## config.mk

```make
export PLATFORM = sky130hd
export DESIGN_NAME = timer_table_scheduler_unit_flat
export DESIGN_NICKNAME = d
export VERILOG_FILES = /design/src/hw/rtl/tts_pkg.sv /design/src/hw/rtl/tts_in_if.sv /design/src/hw/rtl/tts_out_if.sv /design/src/hw/rtl/tts_ctrl.sv /design/src/hw/rtl/tts_dp.sv /design/src/hw/rtl/timer_table_scheduler_unit.sv /design/src/flat_wrapper.sv
export SDC_FILE = /design/constraint.sdc
export NUM_CORES = 2
export LEC_CHECK = 0
export BUFFER_PORTS_ARGS = -buffer_cell sky130_fd_sc_hd__buf_4
export CAP_MARGIN = 20
export CORE_UTILIZATION = 27
export CTS_CLUSTER_DIAMETER = 120
export DETAILED_ROUTE_END_ITERATION = 10
export GPL_TIMING_DRIVEN = 0
export REMOVE_ABC_BUFFERS = 1
export SLEW_MARGIN = 20
export SYNTH_ARGS = -nofsm -noshare
export SYNTH_HDL_FRONTEND = slang
export SYNTH_SLANG_ARGS = --single-unit
```

## constraint.sdc

```tcl
create_clock -name clk_i -period 17.15 [get_ports clk_i]
set_clock_uncertainty 0.05 [all_clocks]
set_input_delay 0.8575 -clock clk_i [delete_from_list [all_inputs] [get_ports clk_i]]
set_output_delay 0.8575 -clock clk_i [all_outputs]
set_load 0.1 [all_outputs]
```

## src/hw/rtl/tts_pkg.sv

```systemverilog
// Timer table scheduler package: field widths, command and status codes,
// and the command/status structs between controller and datapath.
// No dependencies.
package tts_pkg;

  localparam int unsigned CMD_W       = 3;
  localparam int unsigned ID_W        = 4;
  localparam int unsigned DELAY_W     = 24;
  localparam int unsigned PERIOD_W    = 24;
  localparam int unsigned TIME_W      = 32;
  localparam int unsigned STATUS_W    = 2;
  localparam int unsigned DUE_W       = 33;
  localparam int unsigned MAX_RESULTS = 16;
  localparam int unsigned CNT_W       = $clog2(MAX_RESULTS + 1);

  localparam logic [TIME_W-1:0] NEVER = 32'h7fff_ffff;

  typedef enum logic [CMD_W-1:0] {
    CMD_TICK       = 3'd0,
    CMD_CREATE     = 3'd1,
    CMD_RENEW      = 3'd2,
    CMD_CANCEL     = 3'd3,
    CMD_CANCEL_ALL = 3'd4
  } cmd_e;

  typedef enum logic [STATUS_W-1:0] {
    ST_OK        = 2'd0,
    ST_NOT_FOUND = 2'd1,
    ST_FULL      = 2'd2
  } status_e;

  typedef enum logic {
    KIND_STATUS = 1'b0,
    KIND_EXPIRY = 1'b1
  } kind_e;

  typedef struct packed {
    logic ready;
    logic act;
    logic scan_start;
    logic crt_write;
    logic upd;
    logic emit_held;
    logic emit_final;
  } dp_cmd_t;

  typedef struct packed {
    logic in_valid;
    logic scan_done;
    logic pick_go;
    logic held;
    logic is_tick;
    logic is_create;
    logic out_free;
  } dp_sts_t;

endpackage

```

## src/hw/rtl/tts_in_if.sv

```systemverilog
// Input channel of the timer table scheduler: valid/ready and one command beat.
// Depends on tts_pkg.
interface tts_in_if;
  import tts_pkg::*;

  logic                valid;
  logic                ready;
  logic [CMD_W-1:0]    cmd;
  logic [ID_W-1:0]     timer_id;
  logic [DELAY_W-1:0]  delay;
  logic                never;
  logic [PERIOD_W-1:0] period;

  modport source (output valid, cmd, timer_id, delay, never, period, input ready);
  modport sink   (input valid, cmd, timer_id, delay, never, period, output ready);
endinterface

```

## src/hw/rtl/tts_out_if.sv

```systemverilog
// Result channel of the timer table scheduler: valid/ready and one result beat.
// Depends on tts_pkg.
interface tts_out_if;
  import tts_pkg::*;

  logic                    valid;
  logic                    ready;
  logic                    kind;
  logic [ID_W-1:0]         event_id;
  logic [STATUS_W-1:0]     status;
  logic signed [DUE_W-1:0] next_due;
  logic                    last;

  modport source (output valid, kind, event_id, status, next_due, last, input ready);
  modport sink   (input valid, kind, event_id, status, next_due, last, output ready);
endinterface

```

## src/hw/rtl/tts_ctrl.sv

```systemverilog
// Timer table scheduler controller: sequences command action, slot scans,
// expiry service and result beats. Depends on tts_pkg.
module tts_ctrl (
  input  logic             clk_i,
  input  logic             rst_ni,
  input  tts_pkg::dp_sts_t sts_i,
  output tts_pkg::dp_cmd_t cmd_o
);
  import tts_pkg::*;

  typedef enum logic [2:0] {
    S_IDLE,
    S_ACT,
    S_START,
    S_WAIT,
    S_EMIT_EV,
    S_UPD,
    S_CRT,
    S_FINAL
  } state_e;

  state_e state_q, state_d;

  always_comb begin
    state_d = state_q;
    cmd_o   = '0;
    unique case (state_q)
      S_IDLE: begin
        cmd_o.ready = 1'b1;
        if (sts_i.in_valid) state_d = S_ACT;
      end
      S_ACT: begin
        cmd_o.act = 1'b1;
        state_d   = S_START;
      end
      S_START: begin
        cmd_o.scan_start = 1'b1;
        state_d          = S_WAIT;
      end
      S_WAIT: begin
        if (sts_i.scan_done) begin
          if (sts_i.is_tick && sts_i.pick_go) begin
            state_d = sts_i.held ? S_EMIT_EV : S_UPD;
          end else if (sts_i.is_create) begin
            state_d = S_CRT;
          end else begin
            state_d = S_FINAL;
          end
        end
      end
      S_EMIT_EV: begin
        if (sts_i.out_free) begin
          cmd_o.emit_held = 1'b1;
          state_d         = S_UPD;
        end
      end
      S_UPD: begin
        cmd_o.upd = 1'b1;
        state_d   = S_START;
      end
      S_CRT: begin
        cmd_o.crt_write = 1'b1;
        state_d         = S_FINAL;
      end
      S_FINAL: begin
        if (sts_i.out_free) begin
          cmd_o.emit_final = 1'b1;
          state_d          = S_IDLE;
        end
      end
      default: state_d = S_IDLE;
    endcase
  end

  always_ff @(posedge clk_i or negedge rst_ni) begin
    if (!rst_ni) begin
      state_q <= S_IDLE;
    end else begin
      state_q <= state_d;
    end
  end

endmodule

```

## src/hw/rtl/tts_dp.sv

```systemverilog
// Timer table scheduler datapath: slot tables, time counter, sequential slot
// scanner and output register. Depends on tts_pkg, tts_in_if and tts_out_if.
module tts_dp #(
  parameter int unsigned NUM_TIMERS = 16
) (
  input  logic             clk_i,
  input  logic             rst_ni,
  tts_in_if.sink           in_i,
  tts_out_if.source        out_o,
  input  tts_pkg::dp_cmd_t cmd_i,
  output tts_pkg::dp_sts_t sts_o
);
  import tts_pkg::*;

  localparam int unsigned     IW       = $clog2(NUM_TIMERS);
  localparam logic [IW-1:0]   LAST_IDX = IW'(NUM_TIMERS - 1);

  function automatic logic [TIME_W-1:0] sat_add(input logic [TIME_W-1:0]   base,
                                                input logic [PERIOD_W-1:0] add);
    logic [TIME_W:0] sum;
    sum = {1'b0, base} + {{(TIME_W + 1 - PERIOD_W){1'b0}}, add};
    return (sum >= {1'b0, NEVER}) ? NEVER : sum[TIME_W-1:0];
  endfunction

  logic                accept;
  logic [CMD_W-1:0]    cmd_q;
  logic [ID_W-1:0]     id_q;
  logic [DELAY_W-1:0]  delay_q;
  logic                nev_q;
  logic [PERIOD_W-1:0] per_q;
  cmd_e                cmd_code;

  logic [TIME_W-1:0]     now_q;
  logic [NUM_TIMERS-1:0] valid_q;
  logic [CNT_W-1:0]      count_q;
  logic                  held_q;
  logic [IW-1:0]         held_idx_q;
  logic                  id_ok_q;

  logic [TIME_W-1:0]   deadline_mem [NUM_TIMERS];
  logic [PERIOD_W-1:0] period_mem   [NUM_TIMERS];
  logic [TIME_W-1:0]   dl_rd_q;
  logic [PERIOD_W-1:0] per_rd_q;

  logic          scan_run_q;
  logic [IW-1:0] scan_addr_q;
  logic          cmp_vld_q;
  logic          cmp_last_q;
  logic [IW-1:0] cmp_idx_q;
  logic          cmp_v_q;
  logic          scan_done_q;

  logic                pick_found_q;
  logic [IW-1:0]       pick_idx_q;
  logic [TIME_W-1:0]   pick_dl_q;
  logic [PERIOD_W-1:0] pick_per_q;
  logic                any_q;
  logic [TIME_W-1:0]   min_q;
  logic                free_found_q;
  logic [IW-1:0]       free_idx_q;

  logic [IW-1:0]       id_idx;
  logic                id_ok;
  logic [TIME_W-1:0]   new_dl;
  logic [TIME_W-1:0]   upd_dl;
  logic                dl_we;
  logic                per_we;
  logic [IW-1:0]       mem_addr;
  logic [TIME_W-1:0]   mem_dl;

  logic signed [DUE_W-1:0] due;
  logic [ID_W-1:0]         fin_id;
  status_e                 fin_st;

  logic                    out_valid_q;
  kind_e                   kind_q;
  logic [ID_W-1:0]         event_id_q;
  status_e                 status_q;
  logic signed [DUE_W-1:0] next_due_q;
  logic                    last_q;

  assign in_i.ready = cmd_i.ready;
  assign accept     = in_i.valid && in_i.ready;
  assign cmd_code   = cmd_e'(cmd_q);
  assign id_idx     = IW'(id_q);
  assign id_ok      = (32'(id_q) < NUM_TIMERS) && valid_q[id_idx];
  assign new_dl     = nev_q ? NEVER : sat_add(now_q, delay_q);
  assign upd_dl     = sat_add(now_q, pick_per_q);

  always_ff @(posedge clk_i) begin
    if (accept) begin
      cmd_q   <= in_i.cmd;
      id_q    <= in_i.timer_id;
      delay_q <= in_i.delay;
      nev_q   <= in_i.never;
      per_q   <= in_i.period;
    end
    if (cmd_i.act) id_ok_q <= id_ok;
    if (cmd_i.upd) held_idx_q <= pick_idx_q;
  end

  always_ff @(posedge clk_i or negedge rst_ni) begin
    if (!rst_ni) begin
      now_q   <= '0;
      valid_q <= '0;
      count_q <= '0;
      held_q  <= 1'b0;
    end else begin
      if (accept) begin
        count_q <= '0;
        held_q  <= 1'b0;
      end
      if (cmd_i.act) begin
        unique case (cmd_code)
          CMD_TICK:       if (now_q < NEVER) now_q <= now_q + 1'b1;
          CMD_CANCEL:     if (id_ok) valid_q[id_idx] <= 1'b0;
          CMD_CANCEL_ALL: valid_q <= '0;
          default: ;
        endcase
      end
      if (cmd_i.crt_write && free_found_q) valid_q[free_idx_q] <= 1'b1;
      if (cmd_i.upd) begin
        count_q <= count_q + 1'b1;
        held_q  <= 1'b1;
        if (pick_per_q == '0) valid_q[pick_idx_q] <= 1'b0;
      end
    end
  end

  always_comb begin
    mem_addr = id_idx;
    mem_dl   = new_dl;
    dl_we    = 1'b0;
    per_we   = 1'b0;
    if (cmd_i.act && (cmd_code == CMD_RENEW) && id_ok) begin
      dl_we  = 1'b1;
      per_we = 1'b1;
    end
    if (cmd_i.crt_write && free_found_q) begin
      mem_addr = free_idx_q;
      dl_we    = 1'b1;
      per_we   = 1'b1;
    end
    if (cmd_i.upd && (pick_per_q != '0)) begin
      mem_addr = pick_idx_q;
      mem_dl   = upd_dl;
      dl_we    = 1'b1;
    end
  end

  always_ff @(posedge clk_i) begin
    if (dl_we) deadline_mem[mem_addr] <= mem_dl;
    if (per_we) period_mem[mem_addr] <= per_q;
    dl_rd_q  <= deadline_mem[scan_addr_q];
    per_rd_q <= period_mem[scan_addr_q];
  end

  always_ff @(posedge clk_i or negedge rst_ni) begin
    if (!rst_ni) begin
      scan_run_q  <= 1'b0;
      scan_addr_q <= '0;
      cmp_vld_q   <= 1'b0;
      cmp_last_q  <= 1'b0;
      scan_done_q <= 1'b0;
    end else begin
      cmp_vld_q   <= scan_run_q;
      cmp_last_q  <= (scan_addr_q == LAST_IDX);
      scan_done_q <= cmp_vld_q && cmp_last_q;
      if (cmd_i.scan_start) begin
        scan_run_q  <= 1'b1;
        scan_addr_q <= '0;
      end else if (scan_run_q) begin
        if (scan_addr_q == LAST_IDX) begin
          scan_run_q <= 1'b0;
        end else begin
          scan_addr_q <= scan_addr_q + 1'b1;
        end
      end
    end
  end

  always_ff @(posedge clk_i) begin
    cmp_idx_q <= scan_addr_q;
    cmp_v_q   <= valid_q[scan_addr_q];
  end

  always_ff @(posedge clk_i or negedge rst_ni) begin
    if (!rst_ni) begin
      pick_found_q <= 1'b0;
      any_q        <= 1'b0;
      free_found_q <= 1'b0;
    end else if (cmd_i.scan_start) begin
      pick_found_q <= 1'b0;
      any_q        <= 1'b0;
      free_found_q <= 1'b0;
    end else if (cmp_vld_q) begin
      if (cmp_v_q && (dl_rd_q != NEVER) && (dl_rd_q <= now_q) &&
          (!pick_found_q || (dl_rd_q < pick_dl_q))) begin
        pick_found_q <= 1'b1;
        pick_idx_q   <= cmp_idx_q;
        pick_dl_q    <= dl_rd_q;
        pick_per_q   <= per_rd_q;
      end
      if (cmp_v_q && (!any_q || (dl_rd_q < min_q))) begin
        any_q <= 1'b1;
        min_q <= dl_rd_q;
      end
      if (!cmp_v_q && !free_found_q) begin
        free_found_q <= 1'b1;
        free_idx_q   <= cmp_idx_q;
      end
    end else if (cmd_i.crt_write && free_found_q && (!any_q || (new_dl < min_q))) begin
      any_q <= 1'b1;
      min_q <= new_dl;
    end
  end

  always_comb begin
    if (!any_q) begin
      due = '1;
    end else if (min_q <= now_q) begin
      due = '0;
    end else begin
      due = {1'b0, min_q - now_q};
    end
  end

  always_comb begin
    fin_id = '0;
    fin_st = ST_OK;
    unique case (cmd_code)
      CMD_CREATE: begin
        if (free_found_q) begin
          fin_id = ID_W'(free_idx_q);
        end else begin
          fin_st = ST_FULL;
        end
      end
      CMD_RENEW, CMD_CANCEL: begin
        fin_id = id_q;
        fin_st = id_ok_q ? ST_OK : ST_NOT_FOUND;
      end
      default: ;
    endcase
  end

  always_ff @(posedge clk_i or negedge rst_ni) begin
    if (!rst_ni) begin
      out_valid_q <= 1'b0;
    end else if (cmd_i.emit_held || cmd_i.emit_final) begin
      out_valid_q <= 1'b1;
    end else if (out_o.ready) begin
      out_valid_q <= 1'b0;
    end
  end

  always_ff @(posedge clk_i) begin
    if (cmd_i.emit_held) begin
      kind_q     <= KIND_EXPIRY;
      event_id_q <= ID_W'(held_idx_q);
      status_q   <= ST_OK;
      next_due_q <= '0;
      last_q     <= 1'b0;
    end else if (cmd_i.emit_final) begin
      kind_q     <= held_q ? KIND_EXPIRY : KIND_STATUS;
      event_id_q <= held_q ? ID_W'(held_idx_q) : fin_id;
      status_q   <= held_q ? ST_OK : fin_st;
      next_due_q <= due;
      last_q     <= 1'b1;
    end
  end

  assign out_o.valid    = out_valid_q;
  assign out_o.kind     = kind_q;
  assign out_o.event_id = event_id_q;
  assign out_o.status   = status_q;
  assign out_o.next_due = next_due_q;
  assign out_o.last     = last_q;

  assign sts_o.in_valid  = in_i.valid;
  assign sts_o.scan_done = scan_done_q;
  assign sts_o.pick_go   = pick_found_q && (count_q < CNT_W'(MAX_RESULTS));
  assign sts_o.held      = held_q;
  assign sts_o.is_tick   = (cmd_code == CMD_TICK);
  assign sts_o.is_create = (cmd_code == CMD_CREATE);
  assign sts_o.out_free  = !out_valid_q || out_o.ready;

  a_done_after_scan: assert property (@(posedge clk_i) disable iff (!rst_ni)
    scan_done_q |-> !scan_run_q && !cmp_vld_q)
    else $error("scan done while scanner still busy");

  a_emit_when_free: assert property (@(posedge clk_i) disable iff (!rst_ni)
    (cmd_i.emit_held || cmd_i.emit_final) |-> sts_o.out_free)
    else $error("result beat loaded over an untaken beat");

  a_count_bound: assert property (@(posedge clk_i) disable iff (!rst_ni)
    count_q <= CNT_W'(MAX_RESULTS))
    else $error("expiry count beyond limit");

  a_held_tick_only: assert property (@(posedge clk_i) disable iff (!rst_ni)
    held_q |-> (cmd_code == CMD_TICK))
    else $error("expiry event held for a non-tick command");

  a_accept_quiet: assert property (@(posedge clk_i) disable iff (!rst_ni)
    accept |-> !scan_run_q && !cmp_vld_q && !cmd_i.upd)
    else $error("command accepted during a scan");

endmodule

```

## src/hw/rtl/timer_table_scheduler_unit.sv

```systemverilog
// Timer table scheduler top level. Each command runs one slot scan, and a create
// then writes a free slot if one is found. A tick runs a further scan after each
// expiry it serves, up to 16 per tick. A result beat that waits on the receiver
// stalls the block. One item in flight at a time. Reset clears the time counter, the
// slot valid bits and the handshake state; the slot memories are not cleared and are
// read only when valid.
module timer_table_scheduler_unit #(
  parameter int unsigned NUM_TIMERS = 16
) (
  input  logic      clk_i,
  input  logic      rst_ni,
  tts_in_if.sink    in_i,
  tts_out_if.source out_o
);
  import tts_pkg::*;

  dp_cmd_t dp_cmd;
  dp_sts_t dp_sts;

  tts_ctrl u_ctrl (
    .clk_i  (clk_i),
    .rst_ni (rst_ni),
    .sts_i  (dp_sts),
    .cmd_o  (dp_cmd)
  );

  tts_dp #(
    .NUM_TIMERS (NUM_TIMERS)
  ) u_dp (
    .clk_i  (clk_i),
    .rst_ni (rst_ni),
    .in_i   (in_i),
    .out_o  (out_o),
    .cmd_i  (dp_cmd),
    .sts_o  (dp_sts)
  );

endmodule

```

## src/flat_wrapper.sv

```systemverilog
// flat-port wrapper written by rule: the top's interface ports become plain ports
module timer_table_scheduler_unit_flat import tts_pkg::*;
#(
  parameter int unsigned NUM_TIMERS = 16
)
  (clk_i, rst_ni, in_i_valid, in_i_cmd, in_i_timer_id, in_i_delay, in_i_never, in_i_period, in_i_ready, out_o_valid, out_o_kind, out_o_event_id, out_o_status, out_o_next_due, out_o_last, out_o_ready);
  tts_in_if in_i_i ();
  tts_out_if out_o_i ();
  input  logic clk_i;
  input  logic rst_ni;
  input wire logic [$bits(in_i_i.valid)-1:0] in_i_valid;
  input wire logic [$bits(in_i_i.cmd)-1:0] in_i_cmd;
  input wire logic [$bits(in_i_i.timer_id)-1:0] in_i_timer_id;
  input wire logic [$bits(in_i_i.delay)-1:0] in_i_delay;
  input wire logic [$bits(in_i_i.never)-1:0] in_i_never;
  input wire logic [$bits(in_i_i.period)-1:0] in_i_period;
  output wire logic [$bits(in_i_i.ready)-1:0] in_i_ready;
  output wire logic [$bits(out_o_i.valid)-1:0] out_o_valid;
  output wire logic [$bits(out_o_i.kind)-1:0] out_o_kind;
  output wire logic [$bits(out_o_i.event_id)-1:0] out_o_event_id;
  output wire logic [$bits(out_o_i.status)-1:0] out_o_status;
  output wire logic [$bits(out_o_i.next_due)-1:0] out_o_next_due;
  output wire logic [$bits(out_o_i.last)-1:0] out_o_last;
  input wire logic [$bits(out_o_i.ready)-1:0] out_o_ready;
  assign in_i_i.valid = in_i_valid;
  assign in_i_i.cmd = in_i_cmd;
  assign in_i_i.timer_id = in_i_timer_id;
  assign in_i_i.delay = in_i_delay;
  assign in_i_i.never = in_i_never;
  assign in_i_i.period = in_i_period;
  assign in_i_ready = in_i_i.ready;
  assign out_o_valid = out_o_i.valid;
  assign out_o_kind = out_o_i.kind;
  assign out_o_event_id = out_o_i.event_id;
  assign out_o_status = out_o_i.status;
  assign out_o_next_due = out_o_i.next_due;
  assign out_o_last = out_o_i.last;
  assign out_o_i.ready = out_o_ready;
  timer_table_scheduler_unit #(.NUM_TIMERS(NUM_TIMERS)) u_core (.clk_i(clk_i), .rst_ni(rst_ni), .in_i(in_i_i), .out_o(out_o_i));
endmodule
```

* Word level (Yosys, flattened, before mapping)
Memory sizes are Yosys's and may differ from the RTL's. A register that Yosys moved wholly into a read port is not among the register bits. Index checks and enable logic that the tools add are counted.
Word-level totals: register bits 272, memory bits (writable) 896, memories kept 2, input bits 60, logic and storage cells 216, output and inout bits 43
Cells by class: multiplexer cells 82, reduce and logical (&&, ||, !) cells 51, eq/ne operators 20, bitwise logic cells 6, add/subtract/negate cells 6, order comparisons 16
Memories:
- u_core.u_dp.deadline_mem | words 16, width 32, rd ports 1, clocked after Yosys merged registers in 1, write ports 1, RTL line tts_dp.sv:40 | logic [TIME_W-1:0] deadline_mem [NUM_TIMERS];
- u_core.u_dp.period_mem | words 16, width 24, rd ports 1, clocked after Yosys merged registers in 1, write ports 1, RTL line tts_dp.sv:41 | logic [PERIOD_W-1:0] period_mem [NUM_TIMERS];
Operators with widths (count):
- 2-to-1 mux 32 bit | 8
- less-than comparator 32 bit | 3
- 2-to-1 mux 16 bit | 5
- adder 32 x 24 -> 33 bit | 2
- >= comparator 33 x 31 -> 1 bit (second input constant) | 2
- less-or-equal comparator 32 bit | 2
- 2-to-1 mux 1 bit | 41
- 2-to-1 mux 4 bit | 9
- 2-to-1 mux 33 bit | 1
- adder 32 x 1 -> 32 bit (second input constant) | 1
- AND 16 bit | 2
- less-than comparator 32 x 31 -> 1 bit (second input constant) | 1
- inequality test 32 x 31 -> 1 bit (second input constant) | 1
- NOT 16 bit | 2
- case mux 16 bit (2 select lines) | 1
- subtractor 32 bit | 1
- zero test 24 bit | 1
- nonzero test 24 bit | 1
- case mux 3 bit (7 select lines) | 1
- less-than comparator 4 x 5 -> 1 bit (second input constant) | 4
- logical AND 1 bit | 17
- OR 16 bit | 1
- AND reduction 4 bit | 4
- nonzero test 2 bit | 8
- 26 further kinds | 62

* Logic depth before layout (Yosys ltp)
depth in word-level cells 14, gate-level depth with buffers 24

* Hierarchy
From an unflattened synthesis, not the netlist that was laid out.
Unflattened totals: cells, all modules 3324, area, all modules 53797.8 um^2
Modules (own cells, without submodules):
- tts_dp | area each 53556.4 um^2, cells an instance 3295, times used 1
- tts_ctrl | area each 241.5 um^2, cells an instance 29, times used 1

* Worst setup path before layout
No wires, ideal clock.
path type reg-to-reg, start register u_core.u_dp.now_q[1], end register u_core.u_dp.pick_dl_q[0] (enable), cell stages (with the launch flop) 13, path slack 8.566 ns, arrival 7.908 ns, data required time 16.474 ns, path through dfrtp_1 inv_1 ha_1 nor2b_1 o21a_1 o21a_1 o21a_1 o21a_1 o21ai_0 nand3_1 a221oi_1 o21ai_0 nor4_1
Between the ends: longest elaborated chain between the ends 4
RTL lines:
- start, declared | RTL line tts_dp.sv:33 | logic [TIME_W-1:0] now_q;
- start signal, assigned | RTL line tts_dp.sv:115 | CMD_TICK: if (now_q < NEVER) now_q <= now_q + 1'b1;
- less-or-equal comparator 32 bit | RTL line tts_dp.sv:197 | if (cmp_v_q && (dl_rd_q != NEVER) && (dl_rd_q <= now_q) &&
- logical AND 1 bit (2 in series) | RTL line tts_dp.sv:197
- AND reduction 4 bit (no line)
- end signal, assigned | RTL line tts_dp.sv:201 | pick_dl_q <= dl_rd_q;
- end, declared | RTL line tts_dp.sv:55 | logic [TIME_W-1:0] pick_dl_q;
Every way passes these cells. A chain may end at the register's enable or synchronous reset.

* Worst setup path after layout
start register u_core.u_dp.now_q[0], end register u_core.u_dp.min_q[1] (enable)
Between the ends: longest elaborated chain between the ends 9
RTL lines:
- adder 32 x 24 -> 33 bit * | RTL line tts_dp.sv:21 | sum = {1'b0, base} + {{(TIME_W + 1 - PERIOD_W){1'b0}}, add};
- >= comparator 33 x 31 -> 1 bit | RTL line tts_dp.sv:22 | return (sum >= {1'b0, NEVER}) ? NEVER : sum[TIME_W-1:0];
- 2-to-1 mux 32 bit * | RTL line tts_dp.sv:22
- 2-to-1 mux 32 bit * | RTL line tts_dp.sv:87 | assign new_dl = nev_q ? NEVER : sat_add(now_q, delay_q);
- less-than comparator 32 bit * | RTL line tts_dp.sv:212 | end else if (cmd_i.crt_write && free_found_q && (!any_q || (new_dl < min_q))) begin
- logical OR 1 bit * | RTL line tts_dp.sv:212
- logical AND 1 bit * | RTL line tts_dp.sv:212
- nonzero test 2 bit (no line) *
- AND reduction 4 bit (no line) *
- end signal, assigned | RTL line tts_dp.sv:206 | min_q <= dl_rd_q;
- end signal, assigned | RTL line tts_dp.sv:214 | min_q <= new_dl;
- end, declared | RTL line tts_dp.sv:58 | logic [TIME_W-1:0] min_q;
Mark *: on every way between the ends. The rest lies on a longest branch, timed or not.

==> results by group <==
Outcome
  – Status: finished clean

Setup path
  – CP Capture Type: register
  – Critical path's slowest cell: o311ai_2
  – Critical Path, Cell by Cell: ha_1, a211oi_1, o21ai_0, a31oi_1, a21boi_0, a21oi_1, and3_1, o21ai_0, a21oi_4, nand2_1, ha_1, a21o_1, a21o_1, a2111oi_0, o211ai_1, a31oi_1, o211ai_1, o311ai_2, buf_4, buf_4
  – Worst endpoint data arrival time: 7.99 ns
  – Max incr delay on CP: 0.78 ns
  – Worst-path maximum fanout: 23
  – Crit path max-delay family: compound AO/OA/AOI/OAI gates
  – CP startpoint kind: register
  – Setup Crit Path Kind: register to register
  – Crit path buf inv count: 2
  – WP data required: roughly 18 ns

Finish
  – Multi-input logic area: between 15000 and 20000 sq um
  – Layout area overhead: 19.5%
  – Ratio of cells with drive above 1 in the final layout: 22.3%
  – FILL cells: 18800
  – Fin area: 63400 sq um
  – Reg area: 35400 sq um
  – N_diodes: 0
  – Total Nets Final: 3749

Logic synthesis
  – Mean cell area of the mapped netlist: approximately 16 sq um
  – Synth warn: 0
  – Main synth FF type: edfxtp_1
  – Netlist cell types: 74
  – Asr flop ratio synth: 5.64%
  – Register area share after synthesis: between 60% and 70%
  – EDFF count, synth: 1057
  – Synthesized area: 53000 sq um
  – Cells after synthesis: 3227
  – Flops & latches, synth: 1224

Place
  – Post-DP Area: just under 60000 sq um
  – Number of port buffers: slightly above 100
  – HPWL Detailed: roughly 100000 um
  – Gpl congestion: between 0.8 and 0.9

Floorplanning
  – Row cnt: 162
  – I/O Pins: 103
  – Starting Density: a little over a quarter
  – Die ar.: 198000 sq um
  – Die height: 445 um
  – Die X: 445 um
  – CORE AREA: 195000 sq um

Global routing
  – Initial antenna violation count: 1
  – Vias in the first global route: 30100
  – Tot GR Track Use: 14.3%
  – Congestion Overflow GR: 0
  – Pin count of the biggest net entering global routing: 71
  – Global-route wire length before repair: 208000 um

Timing
  – Endpoints failing hold: 0
  – Slew @ Worst Pin: 1.05 ns
  – Max-slew violations: 0
  – Tmin final: 7.58 ns
  – Fmax achieved: 132 MHz
  – Tcrit/Tclk final: 44.2%
  – Worst Hold Slack: between 0.06 and 0.07 ns
  – Final setup viols: 0
  – Setup_tns: 0 ns
  – Max_slew headroom: 29.6%
  – Unrepaired setup endpoints after global routing: no

Clocking
  – Buffer count from post-CTS setup fixing: 0
  – Root Driver: clkbuf_16
  – CTS tree: done
  – Post_cts resized: 0
  – CTS H-tree depth: 4
  – Clock sinks: 1224
  – TritonCTS Buffers: 133
  – Hold buffers post-CTS: 0
  – Clk slew on worst S/H paths: about 0.06 ns
  – Clock Tree Buf Depth: 3
  – Clk_lat worst skew: approximately 0.77 ns

Detailed routing
  – TritonRoute pass-1 iters: 5
  – DRT iter0 DRCs: 2582
  – Via/cell ratio: approximately 4.8
  – Post-route ant nets: 0
  – Routed wire length: 142000 um
  – Drt drc: 0
  – Wire per inst: 22.9 um
  – DR vias: 29900

Power
  – PwrDens: 95.1 nW/um^2
  – Sw power: ~1.2 mW
  – P_leak: about 22 nW
  – Logic gate share of total power: less than 1%
  – Sequential power share: 53.0%
  – Internal: 4.78 mW
  – Clock share of power: 46.7%
  – Worst IR Drop VDD: 0.0811 mV
  – Sw Ratio: 20.6%

Job
  – MaxCap Viol Count: 0

Worst hold path
  – HP Class: primary input to async pin
power by group through the flow:
| stage | Combinational [mW] | Sequential [mW] | Clock (mW) |
|---|---|---|---|
| 3_5_place_dp | 0.0181 | 3.25 | 0 |
| 5_1_grt | 0.0192 | 3.19 | 2.98 |
| 3_3_place_gp | 0.0177 | 3.25 | 0 |
| 6_report | 0.0174 | 3.19 | 2.82 |
| 4_1_cts | 0.0182 | 3.19 | 2.86 |
| 2_1_floorplan | 0.000702 | 3.25 | 0 |
cell families (layout without fill, tap and decap cells):
kind of cell    after synthesis  count (layout)  synth area share (%)
simple gates                597             597                  5.44
buf+inv                     251             598                  1.80
other cells                   1              17               0.00707
xor+xnor                    112             112                  1.85
mux                         322             322                  13.0
compound gates              509             509                  6.05
fa+ha+maj                   211             211                  5.02
flops                      1224            1224                  66.8
state kept, by name, summed over array words and instances (netlist names), 3 cells and up:
name	flops
u_core.u_dp.period_mem	384
u_core.u_dp.dl_rd_q	32
u_core.u_dp.min_q	32
u_core.u_dp.pick_dl_q	32
u_core.u_dp.count_q	5
u_core.u_dp.per_q	24
u_core.u_dp.cmp_idx_q	4
u_core.u_dp.free_idx_q	4
u_core.u_dp.now_q	32
u_core.u_dp.delay_q	24
u_core.u_dp.id_idx	4
u_core.u_dp.valid_q	16
u_core.u_dp.pick_idx_q	4
u_core.u_dp.out_o.event_id	4
u_core.u_dp.per_rd_q	24
u_core.u_dp.scan_addr_q	4
u_core.u_dp.out_o.next_due	33
u_core.u_dp.cmd_code	3
u_core.u_ctrl.state_q	3
u_core.u_dp.pick_per_q	24
u_core.u_dp.held_idx_q	4
u_core.u_dp.deadline_mem	512
cell usage in the layout, fill, tap and decap left out, types with 40 or more instances in the layout:
| cell | n |
|---|---|
| nand2_1 | 162 |
| nor2_1 | 135 |
| a21o_1 | 60 |
| ha_1 | 208 |
| clkbuf_1 | 42 |
| dfrtp_1 | 64 |
| o21ai_0 | 116 |
| xnor2_1 | 74 |
| dfxtp_1 | 98 |
| clkbuf_16 | 133 |
| mux4_2 | 290 |
| buf_4 | 113 |
| inv_1 | 132 |
| nand3_1 | 57 |
| nand4_1 | 40 |
| a21oi_1 | 158 |
| edfxtp_1 | 1057 |
area by class of cell:
cell class / instances / area share, %
Tap cell: 2624 / 5.18
Sequential cell: 1224 / 55.9
Multi-Input combinational cell: 1768 / 26.9
Clock buffer: 183 / 5.67
Inverter: 135 / 0.804
Timing Repair Buffer: 216 / 4.29
Clock inverter: 64 / 1.19
worst paths after layout:
| kind | start | end | slack (ns) | depth (start not counted) |
|---|---|---|---|---|
| max reg2reg | u_core.u_dp.now_q[0]$_DFFE_PN0P_ | u_core.u_dp.min_q[1]$_DFFE_PP_ | 9.57 | 20 |
| min | rst_ni | u_core.u_dp.pick_found_q$_DFFE_PN0P_ | 0.07 | 1 |
| min in group clk_i | in_i_period[0] | u_core.u_dp.per_q[0]$_DFFE_PP_ | 0.21 | 1 |
| min reg2reg | u_core.u_dp.per_rd_q[14]$_DFF_P_ | u_core.u_dp.pick_per_q[14]$_DFFE_PP_ | 0.35 | 0 |
| max | u_core.u_dp.now_q[0]$_DFFE_PN0P_ | u_core.u_dp.min_q[1]$_DFFE_PP_ | 9.57 | 20 |
| max in group asynchronous | rst_ni | u_core.u_dp.scan_addr_q[0]$_DFFE_PN0P_ | 16.40 | 1 |
stage by stage:
stage / utilization (%) / cells / setup WS, ns / power, mW
after global routing: 32.5 / 6214 / 9.23 / 6.19
after CTS: 32.5 / 6212 / 9.73 / 6.07
after detailed placement: 30.2 / 5965 / 9.73 / 3.27
after floorplan: - / 3127 / 6.94 / 3.25
after global placement: 29.1 / 5853 / 2.54 / 3.27
final: 32.5 / 6214 / 9.57 / 6.02
routing by layer:
layer / global-route usage (%) / up-vias / wire (um)
li1: - / 13300 / -
met1: 19.1 / 15600 / 61200
met2: 23.9 / 871 / 70600
met3: 2.05 / 190 / 6730
met4: 4.37 / 0 / 3930
met5: 0 / - / 0
Yosys cell counts (4+ instances only):
cell type	count	share of area, %
and2_1	12	0.14
and4_1	11	0.18
nor2_1	168	1.2
o21ai_0	116	1.1
a22oi_1	24	0.34
o31ai_1	8	0.11
nand3b_1	5	0.071
a221oi_1	4	0.066
nand4_1	40	0.47
buf_2	10	0.094
nor2b_1	27	0.32
ha_1	208	4.9
a311oi_1	5	0.083
inv_1	133	0.94
and3_1	24	0.28
nor3_1	25	0.24
a2111oi_0	5	0.083
a21oi_1	158	1.5
xnor2_1	74	1.2
xor2_1	38	0.63
a211oi_1	9	0.13
buf_1	25	0.18
dfrtp_1	69	3.3
mux2_2	30	0.64
o211ai_1	14	0.20
a2bb2oi_1	8	0.13
o21bai_1	9	0.13
a21o_1	60	0.85
a31oi_1	17	0.20
nor4_1	13	0.15
nand3_1	58	0.55
edfxtp_1	1057	60
or3_1	6	0.071
o21a_1	20	0.28
nand2b_1	30	0.35
mux4_2	290	12
clkbuf_1	81	0.57
or2_2	4	0.047
a32oi_1	21	0.35
dfxtp_1	98	3.7
o41ai_1	5	0.083
nand2_1	162	1.1
No activity file was read; power rests on OpenSTA's default activity.
